<file path="src/hdl/slfd_pkg.sv">
`default_nettype none

package slfd_pkg;

   // image and frame geometry
   localparam int IMAGE_BYTES = 32;
   localparam int FRAME_BYTES = 25;
   localparam int IMG_AW      = $clog2(IMAGE_BYTES);
   localparam int FRM_CW      = $clog2(FRAME_BYTES + 1);

   // special item addresses
   localparam logic [9:0] ADDR_FILL      = 10'd512;
   localparam logic [9:0] ADDR_BACKLIGHT = 10'd513;

   // register indexes on the csr port
   localparam logic REG_MODE = 1'b0;
   localparam logic REG_BASE = 1'b1;

   // register reset values
   localparam logic [3:0] MODE_RESET = 4'd5;
   localparam logic [7:0] BASE_RESET = 8'd245;

   // glyph index shown for out-of-range values
   localparam int GLYPH_BLANK = 50;

   localparam logic [7:0] GLYPH_TABLE [51] = '{
      8'hD7, 8'h06, 8'hE3, 8'hA7, 8'h36, 8'hB5, 8'hF5, 8'h07, 8'hF7, 8'hB7,
      8'hDF, 8'h0E, 8'hEB, 8'hAF, 8'h3E, 8'hBD, 8'hFD, 8'h0F, 8'hFF, 8'hBF,
      8'h77, 8'hF4, 8'hD1, 8'hE6, 8'hF1, 8'h71, 8'hB7, 8'h76, 8'h50, 8'h86,
      8'h00, 8'hD0, 8'h57, 8'h64, 8'hE4, 8'h73, 8'h37, 8'h60, 8'hB5, 8'hF0,
      8'hD6, 8'h00, 8'h00, 8'h00, 8'h36, 8'h00, 8'h01, 8'h20, 8'h80, 8'h33,
      8'h00
   };

   // operations passed from front to back
   typedef enum logic [2:0] {
      OP_NONE,
      OP_RMW,
      OP_FILL,
      OP_BACKLIGHT,
      OP_FLUSH
   } op_type;

   // one read-modify-write of an image byte: new = (old & keep) | set
   typedef struct packed {
      logic              en;
      logic [IMG_AW-1:0] idx;
      logic [7:0]        keep;
      logic [7:0]        set;
   } step_type;

   typedef struct packed {
      op_type        op;
      step_type [1:0] step;
      logic          flag;
   } cmd_type;

   // back end sequencer states
   typedef enum logic [2:0] {
      BK_IDLE,
      BK_RD,
      BK_WR,
      BK_HEAD,
      BK_BODY_RD,
      BK_BODY_OUT
   } bk_state_type;

   function automatic logic [7:0] glyph_of(input logic signed [7:0] v);
      logic [7:0] g;
      if (v < 8'sd0 || v > 8'sd50) begin
         g = GLYPH_TABLE[GLYPH_BLANK];
      end else begin
         g = GLYPH_TABLE[v[5:0]];
      end
      return g;
   endfunction

endpackage

`default_nettype wire

</file>
<file path="src/hdl/slfd_front.sv">
`default_nettype none

module slfd_front (
   input  wire logic                   clock,
   input  wire logic                   reset,
   input  wire logic                   req_valid,
   output logic                        req_ready,
   input  wire logic                   req_kind,
   input  wire logic [9:0]             req_address,
   input  wire logic signed [7:0]      req_value,
   input  wire logic [7:0]             digit_base,
   output logic                        cmd_valid,
   input  wire logic                   cmd_ready,
   output slfd_pkg::cmd_type           cmd
);

   logic              front_valid_ff, front_valid_in;
   slfd_pkg::cmd_type cmd_ff, cmd_in;
   logic              req_accept;
   logic [7:0]        addr8;
   logic [7:0]        slot;
   logic              dp;
   logic signed [7:0] gv;
   logic [7:0]        g;
   logic [7:0]        g_raw;
   logic [7:0]        bit_mask;
   logic              positive;

   function automatic slfd_pkg::step_type mk_step(input logic [4:0] b, input logic [7:0] keep,
                                                  input logic [7:0] set);
      slfd_pkg::step_type s;
      s.en   = (int'(b) < slfd_pkg::IMAGE_BYTES);
      s.idx  = slfd_pkg::IMG_AW'(b);
      s.keep = keep;
      s.set  = set;
      return s;
   endfunction

   assign req_accept = req_valid && req_ready;
   assign req_ready  = !front_valid_ff || cmd_ready;
   assign cmd_valid  = front_valid_ff;
   assign cmd        = cmd_ff;

   // glyph and decimal point for digit writes
   always_comb begin
      addr8    = req_address[7:0];
      slot     = addr8 - digit_base;
      dp       = (req_value >= 8'sd10) && (req_value <= 8'sd19);
      gv       = dp ? (req_value - 8'sd10) : req_value;
      g        = slfd_pkg::glyph_of(gv);
      // small digits take the value as given, no decimal point offset
      g_raw    = slfd_pkg::glyph_of(req_value);
      bit_mask = 8'(1) << addr8[2:0];
      positive = !req_value[7] && (req_value != 8'sd0);
   end

   // classify the item
   always_comb begin
      cmd_in         = '0;
      cmd_in.op      = slfd_pkg::OP_NONE;
      if (req_kind) begin
         cmd_in.op = slfd_pkg::OP_FLUSH;
      end else if (req_address[9:8] == 2'b00) begin
         if (addr8 < digit_base) begin
            cmd_in.op      = slfd_pkg::OP_RMW;
            cmd_in.step[0] = mk_step(addr8[7:3], ~bit_mask, positive ? bit_mask : 8'h00);
         end else begin
            cmd_in.op = slfd_pkg::OP_RMW;
            case (slot)
               8'd0, 8'd1, 8'd2, 8'd3: begin
                  // main digit: decimal point in next byte, glyph nibbles swapped
                  cmd_in.step[0] = mk_step(5'(slot) + 5'd2, 8'h7F, {dp, 7'b0});
                  cmd_in.step[1] = mk_step(5'(slot) + 5'd1, 8'h80, {g[3:0], g[7:4]});
               end
               8'd4: begin
                  cmd_in.step[0] = mk_step(5'd10, 8'h00, g_raw);
               end
               8'd5: begin
                  cmd_in.step[0] = mk_step(5'd9, 8'h00, g_raw);
               end
               8'd6: begin
                  cmd_in.step[0] = mk_step(5'd8, 8'hF0, {4'b0, g_raw[7:4]});
                  cmd_in.step[1] = mk_step(5'd7, 8'h0F, {g_raw[3:0], 4'b0});
               end
               8'd7: begin
                  cmd_in.step[0] = mk_step(5'd7, 8'hF0, {4'b0, g_raw[7:4]});
                  cmd_in.step[1] = mk_step(5'd6, 8'h0F, {g_raw[3:0], 4'b0});
               end
               default: begin
                  cmd_in.op = slfd_pkg::OP_NONE;
               end
            endcase
         end
      end else if (req_address == slfd_pkg::ADDR_FILL) begin
         cmd_in.op   = slfd_pkg::OP_FILL;
         cmd_in.flag = (req_value != 8'sd0);
      end else if (req_address == slfd_pkg::ADDR_BACKLIGHT) begin
         cmd_in.op   = slfd_pkg::OP_BACKLIGHT;
         cmd_in.flag = req_value[0];
      end
   end

   // holding stage toward the queue
   always_comb begin
      front_valid_in = req_accept || (front_valid_ff && !cmd_ready);
   end

   always_ff @(posedge clock) begin
      if (reset) begin
         front_valid_ff <= 1'b0;
      end else begin
         front_valid_ff <= front_valid_in;
      end
   end

   always_ff @(posedge clock) begin
      if (req_accept) begin
         cmd_ff <= cmd_in;
      end
   end

endmodule

`default_nettype wire

</file>
<file path="src/hdl/slfd_queue.sv">
`default_nettype none

module slfd_queue (
   input  wire logic               clock,
   input  wire logic               reset,
   input  wire logic               in_valid,
   output logic                    in_ready,
   input  wire slfd_pkg::cmd_type  in_cmd,
   output logic                    out_valid,
   input  wire logic               out_ready,
   output slfd_pkg::cmd_type       out_cmd
);

   slfd_pkg::cmd_type entry_ff [2];
   logic              wr_ptr_ff, wr_ptr_in;
   logic              rd_ptr_ff, rd_ptr_in;
   logic [1:0]        count_ff, count_in;
   logic              push, pop;

   assign in_ready  = (count_ff != 2'd2);
   assign out_valid = (count_ff != 2'd0);
   assign out_cmd   = entry_ff[rd_ptr_ff];
   assign push      = in_valid && in_ready;
   assign pop       = out_valid && out_ready;

   // pointer and fill count
   always_comb begin
      wr_ptr_in = push ? ~wr_ptr_ff : wr_ptr_ff;
      rd_ptr_in = pop ? ~rd_ptr_ff : rd_ptr_ff;
      count_in  = count_ff + {1'b0, push} - {1'b0, pop};
   end

   always_ff @(posedge clock) begin
      if (reset) begin
         wr_ptr_ff <= 1'b0;
         rd_ptr_ff <= 1'b0;
         count_ff  <= 2'd0;
      end else begin
         wr_ptr_ff <= wr_ptr_in;
         rd_ptr_ff <= rd_ptr_in;
         count_ff  <= count_in;
      end
   end

   always_ff @(posedge clock) begin
      if (push) begin
         entry_ff[wr_ptr_ff] <= in_cmd;
      end
   end

endmodule

`default_nettype wire

</file>
<file path="src/hdl/slfd_back.sv">
`default_nettype none

module slfd_back (
   input  wire logic               clock,
   input  wire logic               reset,
   input  wire logic               cmd_valid,
   output logic                    cmd_ready,
   input  wire slfd_pkg::cmd_type  cmd,
   input  wire logic [3:0]         mode_code,
   output logic                    rsp_valid,
   input  wire logic               rsp_ready,
   output logic [7:0]              rsp_frame_byte,
   output logic                    rsp_is_header,
   output logic                    rsp_last,
   output logic                    rsp_backlight
);

   localparam int IB = slfd_pkg::IMAGE_BYTES;
   localparam int AW = slfd_pkg::IMG_AW;
   localparam int CW = slfd_pkg::FRM_CW;

   slfd_pkg::bk_state_type state_ff, state_in;
   slfd_pkg::cmd_type      cmd_ff, cmd_in;
   logic                   step_ff, step_in;
   logic [CW-1:0]          k_ff, k_in;
   logic                   dirty_ff, dirty_in;
   logic                   bl_ff, bl_in;
   logic                   fill_ff, fill_in;
   logic [IB-1:0]          valid_ff, valid_in;
   logic                   rvalid_ff, rvalid_in;
   logic [7:0]             mem [IB];
   logic [7:0]             rdata_ff;

   logic                   out_valid_ff, out_valid_in;
   logic [7:0]             out_byte_ff, out_byte_in;
   logic                   out_hdr_ff, out_hdr_in;
   logic                   out_last_ff, out_last_in;
   logic                   out_bl_ff, out_bl_in;

   logic                   pop;
   logic                   out_free;
   logic                   out_load;
   logic                   mem_re, mem_we;
   logic [AW-1:0]          rd_addr, wr_addr;
   logic [7:0]             wdata;
   logic [7:0]             old_byte;
   logic                   k_in_img;
   logic                   k_done;
   slfd_pkg::step_type     cur_step;

   assign rsp_valid      = out_valid_ff;
   assign rsp_frame_byte = out_byte_ff;
   assign rsp_is_header  = out_hdr_ff;
   assign rsp_last       = out_last_ff;
   assign rsp_backlight  = out_bl_ff;

   assign out_free  = !out_valid_ff || rsp_ready;
   assign cur_step  = cmd_ff.step[step_ff];
   assign old_byte  = rvalid_ff ? rdata_ff : {8{fill_ff}};
   assign k_in_img  = (int'(k_ff) < IB);
   assign k_done    = (int'(k_ff) == slfd_pkg::FRAME_BYTES - 1);
   assign cmd_ready = (state_ff == slfd_pkg::BK_IDLE);
   assign pop       = cmd_valid && cmd_ready;

   // next state
   always_comb begin
      state_in = state_ff;
      case (state_ff)
         slfd_pkg::BK_IDLE: begin
            if (pop) begin
               case (cmd.op)
                  slfd_pkg::OP_RMW:   state_in = slfd_pkg::BK_RD;
                  slfd_pkg::OP_FILL:  state_in = slfd_pkg::BK_HEAD;
                  slfd_pkg::OP_FLUSH: state_in = dirty_ff ? slfd_pkg::BK_HEAD
                                                          : slfd_pkg::BK_IDLE;
                  default:            state_in = slfd_pkg::BK_IDLE;
               endcase
            end
         end
         slfd_pkg::BK_RD: begin
            if (cur_step.en) begin
               state_in = slfd_pkg::BK_WR;
            end else if (step_ff) begin
               state_in = slfd_pkg::BK_IDLE;
            end
         end
         slfd_pkg::BK_WR: begin
            state_in = step_ff ? slfd_pkg::BK_IDLE : slfd_pkg::BK_RD;
         end
         slfd_pkg::BK_HEAD: begin
            if (out_free) begin
               state_in = slfd_pkg::BK_BODY_RD;
            end
         end
         slfd_pkg::BK_BODY_RD: begin
            state_in = slfd_pkg::BK_BODY_OUT;
         end
         slfd_pkg::BK_BODY_OUT: begin
            if (out_free) begin
               state_in = k_done ? slfd_pkg::BK_IDLE : slfd_pkg::BK_BODY_RD;
            end
         end
         default: begin
            state_in = slfd_pkg::BK_IDLE;
         end
      endcase
   end

   // datapath controls per state
   always_comb begin
      cmd_in      = cmd_ff;
      step_in     = step_ff;
      k_in        = k_ff;
      dirty_in    = dirty_ff;
      bl_in       = bl_ff;
      fill_in     = fill_ff;
      valid_in    = valid_ff;
      rvalid_in   = rvalid_ff;
      mem_re      = 1'b0;
      mem_we      = 1'b0;
      rd_addr     = cur_step.idx;
      wr_addr     = cur_step.idx;
      wdata       = (old_byte & cur_step.keep) | cur_step.set;
      out_load    = 1'b0;
      out_byte_in = out_byte_ff;
      out_hdr_in  = out_hdr_ff;
      out_last_in = out_last_ff;
      out_bl_in   = out_bl_ff;
      case (state_ff)
         slfd_pkg::BK_IDLE: begin
            if (pop) begin
               cmd_in  = cmd;
               step_in = 1'b0;
               k_in    = '0;
               case (cmd.op)
                  slfd_pkg::OP_FLUSH: begin
                     dirty_in = 1'b0;
                  end
                  slfd_pkg::OP_FILL: begin
                     dirty_in = 1'b1;
                     fill_in  = cmd.flag;
                     valid_in = '0;
                  end
                  slfd_pkg::OP_BACKLIGHT: begin
                     dirty_in = 1'b1;
                     bl_in    = cmd.flag;
                  end
                  default: begin
                     dirty_in = 1'b1;
                  end
               endcase
            end
         end
         slfd_pkg::BK_RD: begin
            if (cur_step.en) begin
               mem_re    = 1'b1;
               rvalid_in = valid_ff[cur_step.idx];
            end else begin
               step_in = 1'b1;
            end
         end
         slfd_pkg::BK_WR: begin
            mem_we                = 1'b1;
            valid_in[cur_step.idx] = 1'b1;
            step_in               = 1'b1;
         end
         slfd_pkg::BK_HEAD: begin
            if (out_free) begin
               out_load    = 1'b1;
               out_byte_in = {4'b0, mode_code};
               out_hdr_in  = 1'b1;
               out_last_in = 1'b0;
               out_bl_in   = bl_ff;
            end
         end
         slfd_pkg::BK_BODY_RD: begin
            mem_re    = 1'b1;
            rd_addr   = AW'(k_ff);
            rvalid_in = valid_ff[AW'(k_ff)];
         end
         slfd_pkg::BK_BODY_OUT: begin
            if (out_free) begin
               out_load    = 1'b1;
               out_byte_in = k_in_img ? old_byte : 8'h00;
               out_hdr_in  = 1'b0;
               out_last_in = k_done;
               out_bl_in   = bl_ff;
               k_in        = CW'(k_ff + 1'b1);
            end
         end
         default: begin
            step_in = 1'b0;
         end
      endcase
      out_valid_in = out_load || (out_valid_ff && !rsp_ready);
   end

   // control registers
   always_ff @(posedge clock) begin
      if (reset) begin
         state_ff     <= slfd_pkg::BK_IDLE;
         step_ff      <= 1'b0;
         k_ff         <= '0;
         dirty_ff     <= 1'b0;
         bl_ff        <= 1'b0;
         fill_ff      <= 1'b0;
         valid_ff     <= '0;
         rvalid_ff    <= 1'b0;
         out_valid_ff <= 1'b0;
      end else begin
         state_ff     <= state_in;
         step_ff      <= step_in;
         k_ff         <= k_in;
         dirty_ff     <= dirty_in;
         bl_ff        <= bl_in;
         fill_ff      <= fill_in;
         valid_ff     <= valid_in;
         rvalid_ff    <= rvalid_in;
         out_valid_ff <= out_valid_in;
      end
   end

   // payload registers
   always_ff @(posedge clock) begin
      cmd_ff <= cmd_in;
      if (out_load) begin
         out_byte_ff <= out_byte_in;
         out_hdr_ff  <= out_hdr_in;
         out_last_ff <= out_last_in;
         out_bl_ff   <= out_bl_in;
      end
   end

   // segment image memory, one write and one registered read port
   always_ff @(posedge clock) begin
      if (mem_we) begin
         mem[wr_addr] <= wdata;
      end
      if (mem_re) begin
         rdata_ff <= mem[rd_addr];
      end
   end

endmodule

`default_nettype wire

</file>
<file path="src/hdl/segment_lcd_frame_driver_unit.sv">
// a write item passes the front register and the queue, then the back end applies it
// a frame (header plus 25 image bytes) passes the back end sequencer's header state,
// then a read and an output state per byte, one image memory read per byte
// input transfers continue during a frame until the command queue and front register fill
// reset: synchronous; image reads blank through per-byte valid bits,
// registers return to mode 5 and digit base 245, no memory clearing pass
`default_nettype none

module segment_lcd_frame_driver_unit (
   input  wire logic               clock,
   input  wire logic               reset,
   input  wire logic               req_valid,
   output logic                    req_ready,
   input  wire logic               req_kind,
   input  wire logic [9:0]         req_address,
   input  wire logic signed [7:0]  req_value,
   output logic                    rsp_valid,
   input  wire logic               rsp_ready,
   output logic [7:0]              rsp_frame_byte,
   output logic                    rsp_is_header,
   output logic                    rsp_last,
   output logic                    rsp_backlight,
   input  wire logic               csr_psel,
   input  wire logic               csr_penable,
   input  wire logic               csr_pwrite,
   input  wire logic [2:0]         csr_paddr,
   input  wire logic [31:0]        csr_pwdata,
   output logic [31:0]             csr_prdata,
   output logic                    csr_pready
);

   logic [3:0]        mode_ff, mode_in;
   logic [7:0]        base_ff, base_in;
   logic              csr_write;
   logic              front_valid, front_ready;
   slfd_pkg::cmd_type front_cmd;
   logic              q_valid, q_ready;
   slfd_pkg::cmd_type q_cmd;

   // configuration registers
   assign csr_pready = 1'b1;
   assign csr_write  = csr_psel && csr_penable && csr_pwrite && csr_pready;
   assign csr_prdata = (csr_paddr[2] == slfd_pkg::REG_BASE) ? {24'b0, base_ff}
                                                            : {28'b0, mode_ff};

   always_comb begin
      mode_in = mode_ff;
      base_in = base_ff;
      if (csr_write) begin
         if (csr_paddr[2] == slfd_pkg::REG_MODE) begin
            mode_in = csr_pwdata[3:0];
         end else begin
            base_in = csr_pwdata[7:0];
         end
      end
   end

   always_ff @(posedge clock) begin
      if (reset) begin
         mode_ff <= slfd_pkg::MODE_RESET;
         base_ff <= slfd_pkg::BASE_RESET;
      end else begin
         mode_ff <= mode_in;
         base_ff <= base_in;
      end
   end

   // classification stage
   slfd_front u_front (
      .clock       (clock),
      .reset       (reset),
      .req_valid   (req_valid),
      .req_ready   (req_ready),
      .req_kind    (req_kind),
      .req_address (req_address),
      .req_value   (req_value),
      .digit_base  (base_ff),
      .cmd_valid   (front_valid),
      .cmd_ready   (front_ready),
      .cmd         (front_cmd)
   );

   // command queue
   slfd_queue u_queue (
      .clock     (clock),
      .reset     (reset),
      .in_valid  (front_valid),
      .in_ready  (front_ready),
      .in_cmd    (front_cmd),
      .out_valid (q_valid),
      .out_ready (q_ready),
      .out_cmd   (q_cmd)
   );

   // image keeper and frame sender
   slfd_back u_back (
      .clock          (clock),
      .reset          (reset),
      .cmd_valid      (q_valid),
      .cmd_ready      (q_ready),
      .cmd            (q_cmd),
      .mode_code      (mode_ff),
      .rsp_valid      (rsp_valid),
      .rsp_ready      (rsp_ready),
      .rsp_frame_byte (rsp_frame_byte),
      .rsp_is_header  (rsp_is_header),
      .rsp_last       (rsp_last),
      .rsp_backlight  (rsp_backlight)
   );

endmodule

`default_nettype wire

</file>
<file path="config.mk">
export PLATFORM = sky130hd
export DESIGN_NAME = segment_lcd_frame_driver_unit
export DESIGN_NICKNAME = d
export VERILOG_FILES = /design/src/hdl/slfd_pkg.sv /design/src/hdl/slfd_front.sv /design/src/hdl/slfd_queue.sv /design/src/hdl/slfd_back.sv /design/src/hdl/segment_lcd_frame_driver_unit.sv
export SDC_FILE = /design/constraint.sdc
export NUM_CORES = 1
export LEC_CHECK = 0
export ABC_AREA = 1
export ABC_CLOCK_PERIOD_IN_PS = 4250
export BUFFER_PORTS_ARGS = -buffer_cell sky130_fd_sc_hd__buf_2
export CORE_MARGIN = 5
export CORE_UTILIZATION = 40
export CTS_CLUSTER_DIAMETER = 30
export DETAILED_ROUTE_END_ITERATION = 10
export MAX_ROUTING_LAYER = met4
export PLACE_DENSITY = 0.55
export RECOVER_POWER = 50
export SYNTH_ARGS = -nofsm -noshare
export SYNTH_HDL_FRONTEND = slang
export SYNTH_SLANG_ARGS = --single-unit
</file>
<file path="constraint.sdc">
create_clock -name clock -period 4.25 [get_ports clock]
set_input_delay 0.425 -clock clock [delete_from_list [all_inputs] [get_ports clock]]
set_output_delay 0.425 -clock clock [all_outputs]
set_load 0.05 [all_outputs]
</file>
# Yosys cells after proc, flatten, opt, wreduce, memory -nomap -nowiden
# Memory sizes are Yosys's and may differ from the RTL's. A register that Yosys moved wholly into a read port is not among the register bits.
# Cells that the tools add are included.
[word_totals]
register_bits = 166
ram_bits = 352
rom_bits = 1024
input_bits = 61
out_inout_bits = 46
elab_cells = 219
n_memories = 4
[classes]
add_sub_neg = 7
n_lt_le_gt_ge = 13
eq_ne = 27
shifts = 1
n_mux = 70
n_bitwise = 11
n_reduce_logical = 49
[mem_list]
columns = ["name", "words", "word_bits", "read_ports", "rd_clocked_by_memory_dff", "wr", "line", "text"]
rows = [
  ["(no name shown)", 64, 8, 1, 0, 0, "slfd_pkg.sv:73", "g = GLYPH_TABLE[v[5:0]];"],
  ["(no name shown)", 64, 8, 1, 0, 0, "slfd_pkg.sv:73", ""],
  ["u_back.mem", 32, 8, 1, 1, 1, "slfd_back.sv:31", "logic [7:0] mem [IB];"],
  ["u_queue.entry_ff", 2, 48, 1, 1, 1, "slfd_queue.sv:14", "slfd_pkg::cmd_type entry_ff [2];"],
]
[ops]
columns = ["cell", "count"]
rows = [
  ["$pmux 22 s5", 1],
  ["$mux 8", 12],
  ["$mux 22", 3],
  ["$pmux 22 s3", 1],
  ["$mux 32", 2],
  ["$pmux 32 s2", 1],
  ["$eq 8x3->1 const B", 4],
  ["$or 32x32->32", 1],
  ["$mux 1", 24],
  ["$mux 3", 8],
  ["$eq 10x10->1 const B", 2],
  ["$pmux 3 s6", 1],
  ["$reduce_and 3->1", 6],
  ["$eq 8x2->1 const B", 2],
  ["$gt 8x7->1 const B", 2],
  ["$lt 8x1->1 const B", 2],
  ["$pmux 8 s2", 1],
  ["$mux 5", 3],
  ["$ge 7x7->1 const B", 2],
  ["$not 6->7", 2],
  ["$eq 3x2->1 const B", 4],
  ["$lt 5x6->1 const B", 2],
  ["$add 5x1->5 const B", 2],
  ["$bmux 1 s5", 2],
  ["42 further kinds", 88],
]

# Logic depth before layout (Yosys ltp)
# Gate-level depths: netlist (run 1).
[logic_depth]
ltp_word = 9
ltp_mapped = 21
depth_no_buf = 21

# Modules after synthesis
# Synthesis (run 1) repeated with hierarchy kept, for this count alone.
[unflattened]
hier_cells = 2612
area_unflattened_um2 = 25345.6
[by_module_without_submodules]
columns = ["module", "instances", "cells_each", "area_each_um2", "seq_area_each_um2"]
rows = [
  ["slfd_back", 1, 1686, 16399.5, 10500.1],
  ["slfd_front", 1, 627, 4409.2, 1281.2],
  ["slfd_queue", 1, 186, 3786.1, 2982.9],
  ["segment_lcd_frame_driver_unit", 1, 113, 750.7, 240.2],
]

# Least setup slack after synthesis (run 1)
# No wires, ideal clock.
[synth_timing]
kind = "reg-to-reg"
startpoint = "register u_back.state_ff[2]"
endpoint = "register u_queue.count_ff[1]"
setup_time_ps = 70
arrival_time_ps = 3631
required_ps = 4180
slack_ps = 549
stages_incl_launch_ff = 12
n_path_buf = 0
synth_period_minus_slack_ps = 3701
path_cell_list = "dfxtp_1 > nor2_1 > inv_1 > nor2_1 > inv_1 > nor2_1 > ha_1 > inv_1 > ha_1 > xor2_1 > o21ai_0 > a21oi_1"
[synth_between]
elab_chain_cells = 3
[synth_lines]
columns = ["element", "line", "text"]
rows = [
  ["start, declared", "slfd_back.sv:22", "slfd_pkg::bk_state_type state_ff, state_in;"],
  ["start signal, assigned", "slfd_back.sv:201", "state_ff <= slfd_pkg::BK_IDLE;"],
  ["start signal, assigned", "slfd_back.sv:211", "state_ff <= state_in;"],
  ["$logic_not 3->1", "slfd_back.sv:62", "assign cmd_ready = (state_ff == slfd_pkg::BK_IDLE);"],
  ["$logic_and 1x1->1", "n/a", ""],
  ["via u_back.pop", "slfd_back.sv:40", "logic pop;"],
  ["$sub 2x1->2", "slfd_queue.sv:30", "count_in = count_ff + {1'b0, push} - {1'b0, pop};"],
  ["end signal, assigned", "slfd_queue.sv:41", "count_ff <= count_in;"],
  ["end, declared", "slfd_queue.sv:17", "logic [1:0] count_ff, count_in;"],
]
# The timed path passes the listed nets, and every way through them passes these cells.
# A chain may end at the register's enable or synchronous reset.

# Final worst setup path (run 1)
[layout_timing]
startpoint = "register u_back.step_ff"
endpoint = "memory u_back.mem[2][0] (data pin)"
[layout_between]
elab_chain_cells = 4
[layout_lines]
columns = ["element", "line", "text"]
rows = [
  ["start, declared", "slfd_back.sv:24", "logic step_ff, step_in;"],
  ["start signal, assigned", "slfd_back.sv:212", "step_ff <= step_in;"],
  ["$mux 22 (not written as such) * (2 in a row)", "slfd_back.sv:58", "assign cur_step = cmd_ff.step[step_ff];"],
  ["$and 8x8->8", "slfd_back.sv:123", "wdata = (old_byte & cur_step.keep) | cur_step.set;"],
  ["$or 8x8->8 *", "slfd_back.sv:123", ""],
  ["via u_back.wdata[0]", "slfd_back.sv:45", "logic [7:0] wdata;"],
  ["end, declared", "slfd_back.sv:31", ""],
]
# Mark *: on every way through the listed nets, which the timed path passes. The rest lies on a longest branch. The select of a mux whose other input is x is not followed.

==> results.md, run 1 <==
* clk buf depth: 3
* floorplan row count: 88
* source of the worst hold timing path: csr_pwdata[2]
* hold crit path type: input pin to register
* data required time at the worst endpoint: 4.41 ns
* setup repair after global routing missed its margin: no
* most used standard cell by instance count after synthesis: edfxtp_1
* global-route congestion overflow total: 0
* type of the worst setup path: register to register
* gate count after technology mapping: 2189
* Via density: 5.22
* VDD IR max: 0.404 mV
* total area of sequential cells: 14500 µm²
* final antenna diode count: 0
* transition time at the pin with the least slew margin: 2.36 ns
* kind of launch point of the worst setup path: register
* TritonCTS clock tree: yes
* area growth from synthesis to final layout: 20.4%
* RR Endpoint: u_back.mem[2][0]
* area leader, netlist: edfxtp_1
* pwr/cell area: 741 nW/µm²
* Critical R2R Launch: u_back.step_ff
* Slew Limit Headroom: -57.9%
* maximum net fanout on the critical path: 32
* Num Clock Sinks: 503
* Slew Limit Fails: 362
* sequential cell area fraction in the yosys report: 62.4%
* footprint of the multi-input gates: 7470 µm²
* arrival time reported for the critical path endpoint: 3.60 ns
* Leak: 10.4 nW
* maximum level of the CTS H-tree: 3
* total length of routed wires: 59700 µm
* Global Route Usage Sum: 19.0%
* I/O Buffers: 55
* final critical-path required period: 3.43 ns
* DR iter-0 viols: 1142
* Post-CTS Setup Bufs: 0
* router iterations before antenna repair: 7
* first-pass GRT wire length: 92400 µm
* failing checks: max-capacitance violations, max-slew violations
* number of nets at the end of the flow: 2417
* number of vias in the routed layout: 16.6k
* Inserted Clock Buffers: 103
* fillers: 5151
* effective utilization at floorplan: 40.2%
* peak clock frequency supported by timing: 0.291 GHz
* routability congestion estimate: 0.895
* worst-skew pair later-pin latency: 0.64 ns
* synthesized cell area: 23200 µm²
* Post-DP HPWL: 38600 µm
* max-capacitance violation count: 11
* DRC violation count after routing: 0
* largest net degree at the start of global routing: 129
* Setup TNS Final: 0 ns
* Placed Cells incl. Taps: 2976
* top cells by area, synth: edfxtp_1, nand2_1, dfxtp_1, o21ai_0, o211ai_1
* share of async-settable or async-resettable flops after synthesis: 0%
* count of pins on the block boundary: 107
* kind of capture point of the worst setup path: register
* root buf cell: clkbuf_16
* clock-pin transition on the worst setup and hold timing paths: 0.04 ns
* non-filler cells in the finished layout: 3172
* most used standard cells in the synthesized netlist: edfxtp_1, nand2_1, nor2_1
* Fin Clk Skew: 0.0485 ns
* Core Area: 57600 µm²
* Setup violations, final: 0
* Total Power Consumption: 20.7 mW
* hold path endpoint: mode_ff[2]
* total die area: 62800 µm²
* fin crit share: 80.8%
* post-synth cell types: 52
* total of flip-flops plus latches after synthesis: 503
* Most used DFF post-synth: edfxtp_1
* Routed Antenna Nets: 0
* number of antenna violations at the first check in global routing: 0
* setup slack of the worst register-to-register path: 0.82 ns
* run status: complete, but fails checks
* via count of the first global-routing pass: 16.1k
* count of final hold-check violations: 0
* number of stages on the worst hold path: 3
* post-synth top area share: 56.9%
* vertical extent of the die: 251 µm
* width of the die: 251 µm
* wire per inst: 18.8 µm
* number of synthesized flops with an enable pin: 439
* fraction of layout instances using a drive strength above 1: 15.2%
* worst reg-to-reg path cell count: 7
* Synth Area per Inst: 10.6 µm²
* count of synthesis-stage warnings from yosys: 0
-- power breakdown --
part / switching (mW) / internal (mW) / leakage [nW] / total [mW]
Combinational: 4.45 / 1.63 / 4.13 / 6.08
Clock: 2.66 / 5.28 / 1.69 / 7.94
Sequential: 0.178 / 6.46 / 4.56 / 6.64
Total: 7.29 / 13.4 / 10.4 / 20.7
-- logic make-up (layout without fill, tap and decap cells) --
kind of cell,Yosys count,count (layout),share of synthesized area [%]
AND/OR/NAND/NOR,837,837,15.7
flip-flops,503,503,62.4
AO/OA/AOI/OAI,456,456,11.8
adder cells (fa/ha/maj),35,35,1.92
XOR/XNOR,5,5,0.189
other,2,26,0.0324
buffers and inverters,308,502,5.91
multiplexers,43,43,2.07
-- how the worst max path moves through the flow --
stage | slack (ns) | cells after the start | to | startpoint
floorplan | 0.55 | 11 | u_queue.count_ff[1] | u_back.state_ff[2]
global placement | 0.85 | 20 | u_front.cmd[28] | req_value[2]
detailed placement | 0.87 | 20 | u_front.cmd[28] | req_value[2]
CTS | 1.07 | 13 | u_back.rvalid_ff | u_back.step_ff
global route | 0.49 | 7 | u_back.mem[17][3] | u_back.step_ff
finish | 0.82 | 7 | u_back.mem[2][0] | u_back.step_ff
-- layer usage --
| layer | GRT usage, % | vias to the layer above | share of wire [%] |
|---|---|---|---|
| met5 | - | - | 0 |
| met4 | 5.97 | 0 | 2.6 |
| met3 | 3.13 | 111 | 4.6 |
| met2 | 30.8 | 442 | 49 |
| met1 | 24.8 | 8016 | 44 |
| li1 | - | 7982 | - |
-- sequential cells by signal (all words and copies together) (netlist names), 2 cells and up, named ones only --
name,cells
base_ff,8
mode_ff,4
u_back.cmd_ff,38
u_back.k_ff,5
u_back.mem,256
u_back.rdata_ff,8
u_back.rsp_frame_byte,8
u_back.state_ff,3
u_back.valid_ff,32
u_front.cmd,42
u_queue.count_ff,2
u_queue.entry_ff,84
-- critical path, stage by stage, from the launching register on --
cell	delay, ns
dfxtp_1	0.47
inv_1	0.26
clkbuf_1	0.57
nand2_1	0.11
nand2_1	0.09
nand2_1	0.06
nand3_1	0.07
clkbuf_1	1.33
-- stage by stage --
| stage | worst slack (ns) | hold WS [ns] | util, % | area, µm² |
|---|---|---|---|---|
| floorplan | 0.549 | 0.403 | - | 23300 |
| global placement | 0.846 | 0.422 | 42.5 | 24500 |
| detailed placement | 0.866 | 0.422 | 42.5 | 24500 |
| CTS | 1.07 | 0.00147 | 48.6 | 28000 |
| global route | 0.486 | 0.0324 | 48.5 | 27900 |
| finish | 0.817 | 0.0396 | 48.5 | 27900 |
-- repair_timing --
| action | CTS | global route |
|---|---|---|
| endpoints found under the hold margin | 6 | 0 |
| resized for setup | 0 | 0 |
| hold buffers | 5 | 0 |
-- cell type report --
class                           instances  area share [%]
Tap cell                              765            3.43
Clock buffer                          112            9.43
Multi-Input combinational cell       1402            26.8
Timing Repair Buffer                  131            3.00
Clock inverter                         79            3.11
Sequential cell                       503            51.8
Inverter                              180            2.44
-- cell usage in the layout (no fill, tap or decap), types with 15 or more instances in the layout --
cell type	count
conb_1	26
clkinv_2	18
ha_1	34
nor3_1	47
inv_1	166
o211ai_1	111
or2_0	16
nand3_1	140
dfxtp_1	64
o21ai_0	168
or2_2	31
mux2_2	35
buf_4	57
nand4_1	16
nand2_1	389
clkinv_1	20
nor2_1	173
edfxtp_1	439
clkbuf_16	104
o21bai_1	15
o21ai_1	17
buf_2	28
a21oi_1	94
clkbuf_1	45
Note: power is estimated with default switching activity, not from simulation.
==> run 2, diff against run 1 <==
--- a/config.mk
+++ b/config.mk
@@ -5,8 +5,8 @@
 export SDC_FILE = /design/constraint.sdc
 export NUM_CORES = 1
 export LEC_CHECK = 0
-export ABC_AREA = 1
-export ABC_CLOCK_PERIOD_IN_PS = 4250
+export ABC_AREA = 0
+export ABC_CLOCK_PERIOD_IN_PS = 3400
 export BUFFER_PORTS_ARGS = -buffer_cell sky130_fd_sc_hd__buf_2
 export CORE_MARGIN = 5
 export CORE_UTILIZATION = 40
==> constraint.sdc (replaced) <==
create_clock -name clock -period 3.4 [get_ports clock]
set_input_delay 0.34 -clock clock [delete_from_list [all_inputs] [get_ports clock]]
set_output_delay 0.34 -clock clock [all_outputs]
set_load 0.05 [all_outputs]
==> results.md, run 2 <==
* run status: complete, but fails checks
* failing checks: max-capacitance violations, max-slew violations
* Inserted Clock Buffers: 104
* global-route congestion overflow total: 0
* final critical-path required period: 3.12 ns
* number of nets at the end of the flow: 1836
* worst reg-to-reg path cell count: 11
* Routed Antenna Nets: 0
* number of cells upsized or downsized after cts: 0
* share of power burned in the clock network: 41.7%
* share of async-settable or async-resettable flops after synthesis: 0%
* area leader, netlist: edfxtp_1
* total die area: 61200 µm²
* fraction of layout instances using a drive strength above 1: 23.2%
* I/O Buffers: 55
* wire length on met3: 2160 µm
* pre-CTS WS: 0.0499 ns
* routability congestion estimate: 0.902
* clock-pin transition on the worst setup and hold timing paths: 0.05 ns
* wire length on met1: 23500 µm
* transition time at the pin with the least slew margin: 2.35 ns
* number of synthesized flops with an enable pin: 439
* worst-skew pair later-pin latency: 0.64 ns
* most used standard cells in the synthesized netlist: edfxtp_1, nor2_1, a21oi_1
* number of stages on the worst hold path: 3
* Setup violations, final: 0
* register with the most flip-flops: u_back.mem
* kind of capture point of the worst setup path: register
* top layer reached by signal wires: met4
* Synth Area per Inst: 14.5 µm²
* total of flip-flops plus latches after synthesis: 503
* number of flip-flops under the largest register name: 256
* sequential cell area fraction in the yosys report: 64.1%
* data required time at the worst endpoint: 3.82 ns
* fraction of power consumed by sequential logic: 34.7%
* DP Area: 24100 µm²
* count of pins on the block boundary: 107
* count of final hold-check violations: 0
* Post-CTS Setup Bufs: 0
* commonest non-fill, non-tap cells in the layout: edfxtp_1, nor2_1, clkbuf_16
* Switching Share: 29.0%
* combinational share of power: 23.6%
* root buf cell: clkbuf_16
* Global Route Usage Sum: 17.6%
* area growth from synthesis to final layout: 22.4%
* number of antenna violations at the first check in global routing: 0
* most used standard cell by instance count after synthesis: edfxtp_1
* Setup TNS Final: 0 ns
* Fin Clk Skew: 0.0332 ns
* clk buf depth: 3
* peak clock frequency supported by timing: 0.320 GHz
* setup repair after global routing missed its margin: no
* post-synth top area share: 58.4%
* synthesized cell area: 22600 µm²
* Via density: 5.30
* internal power component: 16.8 mW
* Met2 Wirelength: 25600 µm
* top cells by area, synth: edfxtp_1, mux4_2, dfxtp_1, nor2_1, mux2_2
* wire per inst: 20.2 µm
* hold_buf cts: 7
* largest net degree at the start of global routing: 51
* gate count after technology mapping: 1552
* arrival time reported for the critical path endpoint: 3.54 ns
* TritonCTS clock tree: yes
* kind of launch point of the worst setup path: register
* final antenna diode count: 0
* DRC violation count after routing: 0
* worst setup margin: 0.280 ns
* Most used DFF post-synth: edfxtp_1
* Num Clock Sinks: 503
* first-pass GRT wire length: 80900 µm
* maximum level of the CTS H-tree: 3
* commonest non-fill, non-tap cell in the layout: edfxtp_1
* type of the worst setup path: register to register
* number of vias in the routed layout: 13.7k
* Core Area: 56200 µm²
* fillers: 4892
* vertical extent of the die: 247 µm
* switching power total: 6.85 mW
* max-capacitance violation count: 4
* post-synth cell types: 79
* Slew Limit Headroom: -57.5%
* total length of routed wires: 52100 µm
* VDD IR max: 0.555 mV
* Non-Filler Cell Area, Final: 27600 µm²
* fin crit share: 91.8%
* router iterations before antenna repair: 5
* effective utilization at floorplan: 40.2%
* via count of the first global-routing pass: 13.8k
* width of the die: 247 µm
* count of synthesis-stage warnings from yosys: 0
* pwr/cell area: 856 nW/µm²
* floorplan row count: 87
* Slew Limit Fails: 139
* DR iter-0 viols: 1011
* maximum net fanout on the critical path: 7
* hold crit path type: input pin to register
* Leak: 9.68 nW
* Post-DP HPWL: 34000 µm
-- run 2: routing by layer --
metal,vias up,track usage [%]
li1,6422,-
met4,0,4.75
met1,6828,23.4
met5,-,-
met3,73,3.20
met2,346,28.0
-- run 2: cell type report --
class	count	area (µm²)	share of cell area, %
Sequential cell	503	14500	52.4
Multi-Input combinational cell	934	7490	27.1
Inverter	39	146	0.530
Tap cell	756	946	3.43
Timing Repair Buffer	158	1050	3.80
Clock buffer	115	2640	9.58
Clock inverter	76	860	3.11
-- run 2: kinds of logic (layout without fill, tap and decap cells) --
family / Yosys count / in the layout / share of synthesized area [%]
multiplexers: 197 / 197 / 14.1
other: 2 / 26 / 0.0333
XOR/XNOR: 11 / 11 / 0.427
adder cells (fa/ha/maj): 35 / 35 / 1.97
buffers and inverters: 139 / 388 / 3.22
AO/OA/AOI/OAI: 280 / 280 / 8.16
AND/OR/NAND/NOR: 385 / 385 / 7.93
flip-flops: 503 / 503 / 64.1
-- run 2: worst max-delay path, cell delays in order, from the launching register on --
cell and delay, ns:
dfxtp_1 0.40, ha_1 0.24, fa_1 0.48, inv_1 0.15
ha_1 0.30, nor2_1 0.13, nand2_1 0.16, nand3_1 0.10
a31oi_1 0.18, and3_1 0.21, o311ai_2 0.21, o32ai_1 0.37
-- run 2: path summary, 6_finish.rpt --
path,from,end,slack [ns]
worst max register to register,base_ff[0],u_front.cmd[28],0.28
worst min-delay path,req_valid,u_front.cmd_valid,0.01
worst max-delay path,base_ff[0],u_front.cmd[28],0.28
worst min register to register,u_back.bl_ff,u_back.rsp_backlight,0.43
-- run 2: stage by stage --
step / hold WS (ns) / util (%) / instances / power [mW]
floorplan: 0.408 / - / 1576 / 12.1
global placement: 0.422 / 43.0 / 2383 / 13.9
detailed placement: 0.422 / 43.0 / 2383 / 14.0
CTS: 0.0152 / 49.3 / 2581 / 24.0
global route: -0.0125 / 49.1 / 2581 / 24.7
finish: 0.0125 / 49.1 / 2581 / 23.6
-- run 2: power groups by stage --
| stage | clock network, mW | registers, mW | logic [mW] |
|---|---|---|---|
| after floorplan | 0 | 8.27 | 3.83 |
| after global placement | 0 | 8.27 | 5.62 |
| after detailed placement | 0 | 8.29 | 5.72 |
| after CTS | 10.0 | 8.19 | 5.75 |
| after global routing | 10.4 | 8.25 | 6.05 |
| final | 9.85 | 8.20 | 5.58 |
==> run 3, diff against run 2 <==
--- a/config.mk
+++ b/config.mk
@@ -14,7 +14,6 @@
 export DETAILED_ROUTE_END_ITERATION = 10
 export MAX_ROUTING_LAYER = met4
 export PLACE_DENSITY = 0.55
-export RECOVER_POWER = 50
 export SYNTH_ARGS = -nofsm -noshare
 export SYNTH_HDL_FRONTEND = slang
 export SYNTH_SLANG_ARGS = --single-unit
==> results.md, run 3 (synthesis gave the netlist of run 2 again) <==
* kind of capture point of the worst setup path: register
* area growth from synthesis to final layout: 22.9%
* Total Power Consumption: 23.7 mW
* worst-skew pair later-pin latency: 0.64 ns
* critical path's largest stage delay: 0.48 ns
* number of flip-flops under the largest register name: 256
* share of power burned in the clock network: 41.6%
* count of buffering cells on the critical path with inverters included: 1
* Core Area: 56200 µm²
* clk buf depth: 3
* Post-DP HPWL: 34000 µm
* Slew Limit Headroom: 28.5%
* total die area: 61200 µm²
* WP depth: 11
* endpoint of the worst setup timing path: u_front.cmd[28]
* global-route congestion overflow total: 0
* cell-by-cell listing of the critical path: ha_1 -> fa_1 -> inv_1 -> ha_1 -> nor2_1 -> nand2_1 -> nand3_1 -> a31oi_1 -> and3_1 -> o311ai_2 -> o32ai_1
* startpoint of the worst setup timing path: base_ff[0]
* fraction of layout instances using a drive strength above 1: 26.1%
* largest net degree at the start of global routing: 51
* transition time at the pin with the least slew margin: 1.07 ns
* DRC violation count after routing: 0
* data required time at the worst endpoint: 3.82 ns
* Critical R2R Launch: base_ff[0]
* effective utilization at floorplan: 40.2%
* routability congestion estimate: 0.902
* count of pins on the block boundary: 107
* combinational share of power: 23.9%
* worst reg-to-reg path cell count: 11
* max-capacitance violation count: 0
* number of nets at the end of the flow: 1836
* setup slack of the worst register-to-register path: 0.28 ns
* wire per inst: 20.2 µm
* count of final hold-check violations: 0
* commonest non-fill, non-tap cells in the layout: edfxtp_1, nor2_1, clkbuf_16
* Routed Antenna Nets: 0
* router iterations before antenna repair: 6
* TritonCTS clock tree: yes
* internal power component: 16.8 mW
* peak clock frequency supported by timing: 0.320 GHz
* Fin Clk Skew: 0.0337 ns
* register with the most flip-flops: u_back.mem
* pwr/cell area: 855 nW/µm²
* number of cells upsized or downsized after cts: 0
* final antenna diode count: 0
* RR Endpoint: u_front.cmd[28]
* setup repair after global routing missed its margin: no
* width of the die: 247 µm
* number of antenna violations at the first check in global routing: 0
* vertical extent of the die: 247 µm
* Global Route Usage Sum: 17.6%
* via count of the first global-routing pass: 13.8k
* fraction of power consumed by sequential logic: 34.5%
* total length of routed wires: 52100 µm
* switching power total: 6.87 mW
* Slew Limit Fails: 0
* Num Clock Sinks: 503
* I/O Buffers: 55
* first-pass GRT wire length: 80900 µm
* Switching Share: 29.0%
* arrival time reported for the critical path endpoint: 3.54 ns
* run status: completed
* Leak: 9.80 nW
* final critical-path required period: 3.12 ns
* Setup violations, final: 0
* maximum level of the CTS H-tree: 3
* fin crit share: 91.9%
* clock-pin transition on the worst setup and hold timing paths: 0.05 ns
* DR iter-0 viols: 1060
* Inserted Clock Buffers: 104
* root buf cell: clkbuf_16
* kind of launch point of the worst setup path: register
* commonest non-fill, non-tap cell in the layout: edfxtp_1
* type of the worst setup path: register to register
* CP delay by family, top: adder cells
* number of vias in the routed layout: 13.7k
* Slowest cell on crit path: fa_1
* VDD IR max: 0.559 mV
* floorplan row count: 87
* Setup TNS Final: 0 ns
* Most common cell on crit path: ha_1
* final core utilization: 49.3%
* maximum net fanout on the critical path: 7
* Via density: 5.29
* hold crit path type: input pin to register
run 3: changes by cell type in the layout (fill, tap and decap cells not counted), moves of 5 or more:
cell / before / now
buf_2: 31 / 55
mux2_2: 44 / 56
buf_4: 76 / 91
mux2_1: 12 / 0
clkbuf_2: 5 / 0
clkbuf_1: 45 / 11
run 3: through the flow:
step / instance area, µm² / setup slack [ns] / hold WS [ns] / instances
2_1_floorplan: 22600 / 0.250 / 0.408 / 1576
3_3_place_gp: 24100 / 0.179 / 0.422 / 2383
3_5_place_dp: 24100 / 0.0499 / 0.422 / 2383
4_1_cts: 27700 / 0.272 / 0.0152 / 2581
5_1_grt: 27700 / 0.0775 / 0.0263 / 2581
6_report: 27700 / 0.276 / 0.0464 / 2581
run 3: worst min-delay path: cells and delay by family:
| kind | cells | cell delay, ns |
|---|---|---|
| buffers and inverters | 2 | 0.16 |
| AOI/OAI and AO/OA | 1 | 0.12 |
run 3: cell type report:
type | instances | area [µm²]
timing repair buffer | 158 | 1130
multi-input combinational | 934 | 7530
sequential | 503 | 14500
clock buffer | 115 | 2640
tap | 756 | 946
clock inverter | 76 | 860
fill | 4863 | 28500
inverter | 39 | 146
run 3: per-layer routing:
| metal | routed length, µm | track usage (%) |
|---|---|---|
| met5 | 0 | - |
| met4 | 841 | 4.75 |
| met3 | 2160 | 3.20 |
| met2 | 25600 | 28.0 |
| met1 | 23500 | 23.4 |
run 3: power by group through the flow:
| stage | Combinational, mW | Clock [mW] | Sequential, mW |
|---|---|---|---|
| detailed placement | 5.72 | 0 | 8.29 |
| global placement | 5.62 | 0 | 8.27 |
| CTS | 5.75 | 10.0 | 8.19 |
| finish | 5.65 | 9.86 | 8.18 |
| floorplan | 3.83 | 0 | 8.27 |
| global route | 6.11 | 10.4 | 8.23 |
run 3: repair_timing:
item,in CTS,in global routing
setup buffers,0,0
endpoints found under the hold margin,9,0
hold buffers,7,0
run 3: worst min-delay path by stage:
stage                 startpoint                   end  cells after the start
floorplan           u_back.bl_ff  u_back.rsp_backlight                      0
global placement    u_back.bl_ff  u_back.rsp_backlight                      0
detailed placement  u_back.bl_ff  u_back.rsp_backlight                      0
CTS                    req_valid     u_front.cmd_valid                      3
global route           req_valid     u_front.cmd_valid                      3
finish                 req_valid     u_front.cmd_valid                      3
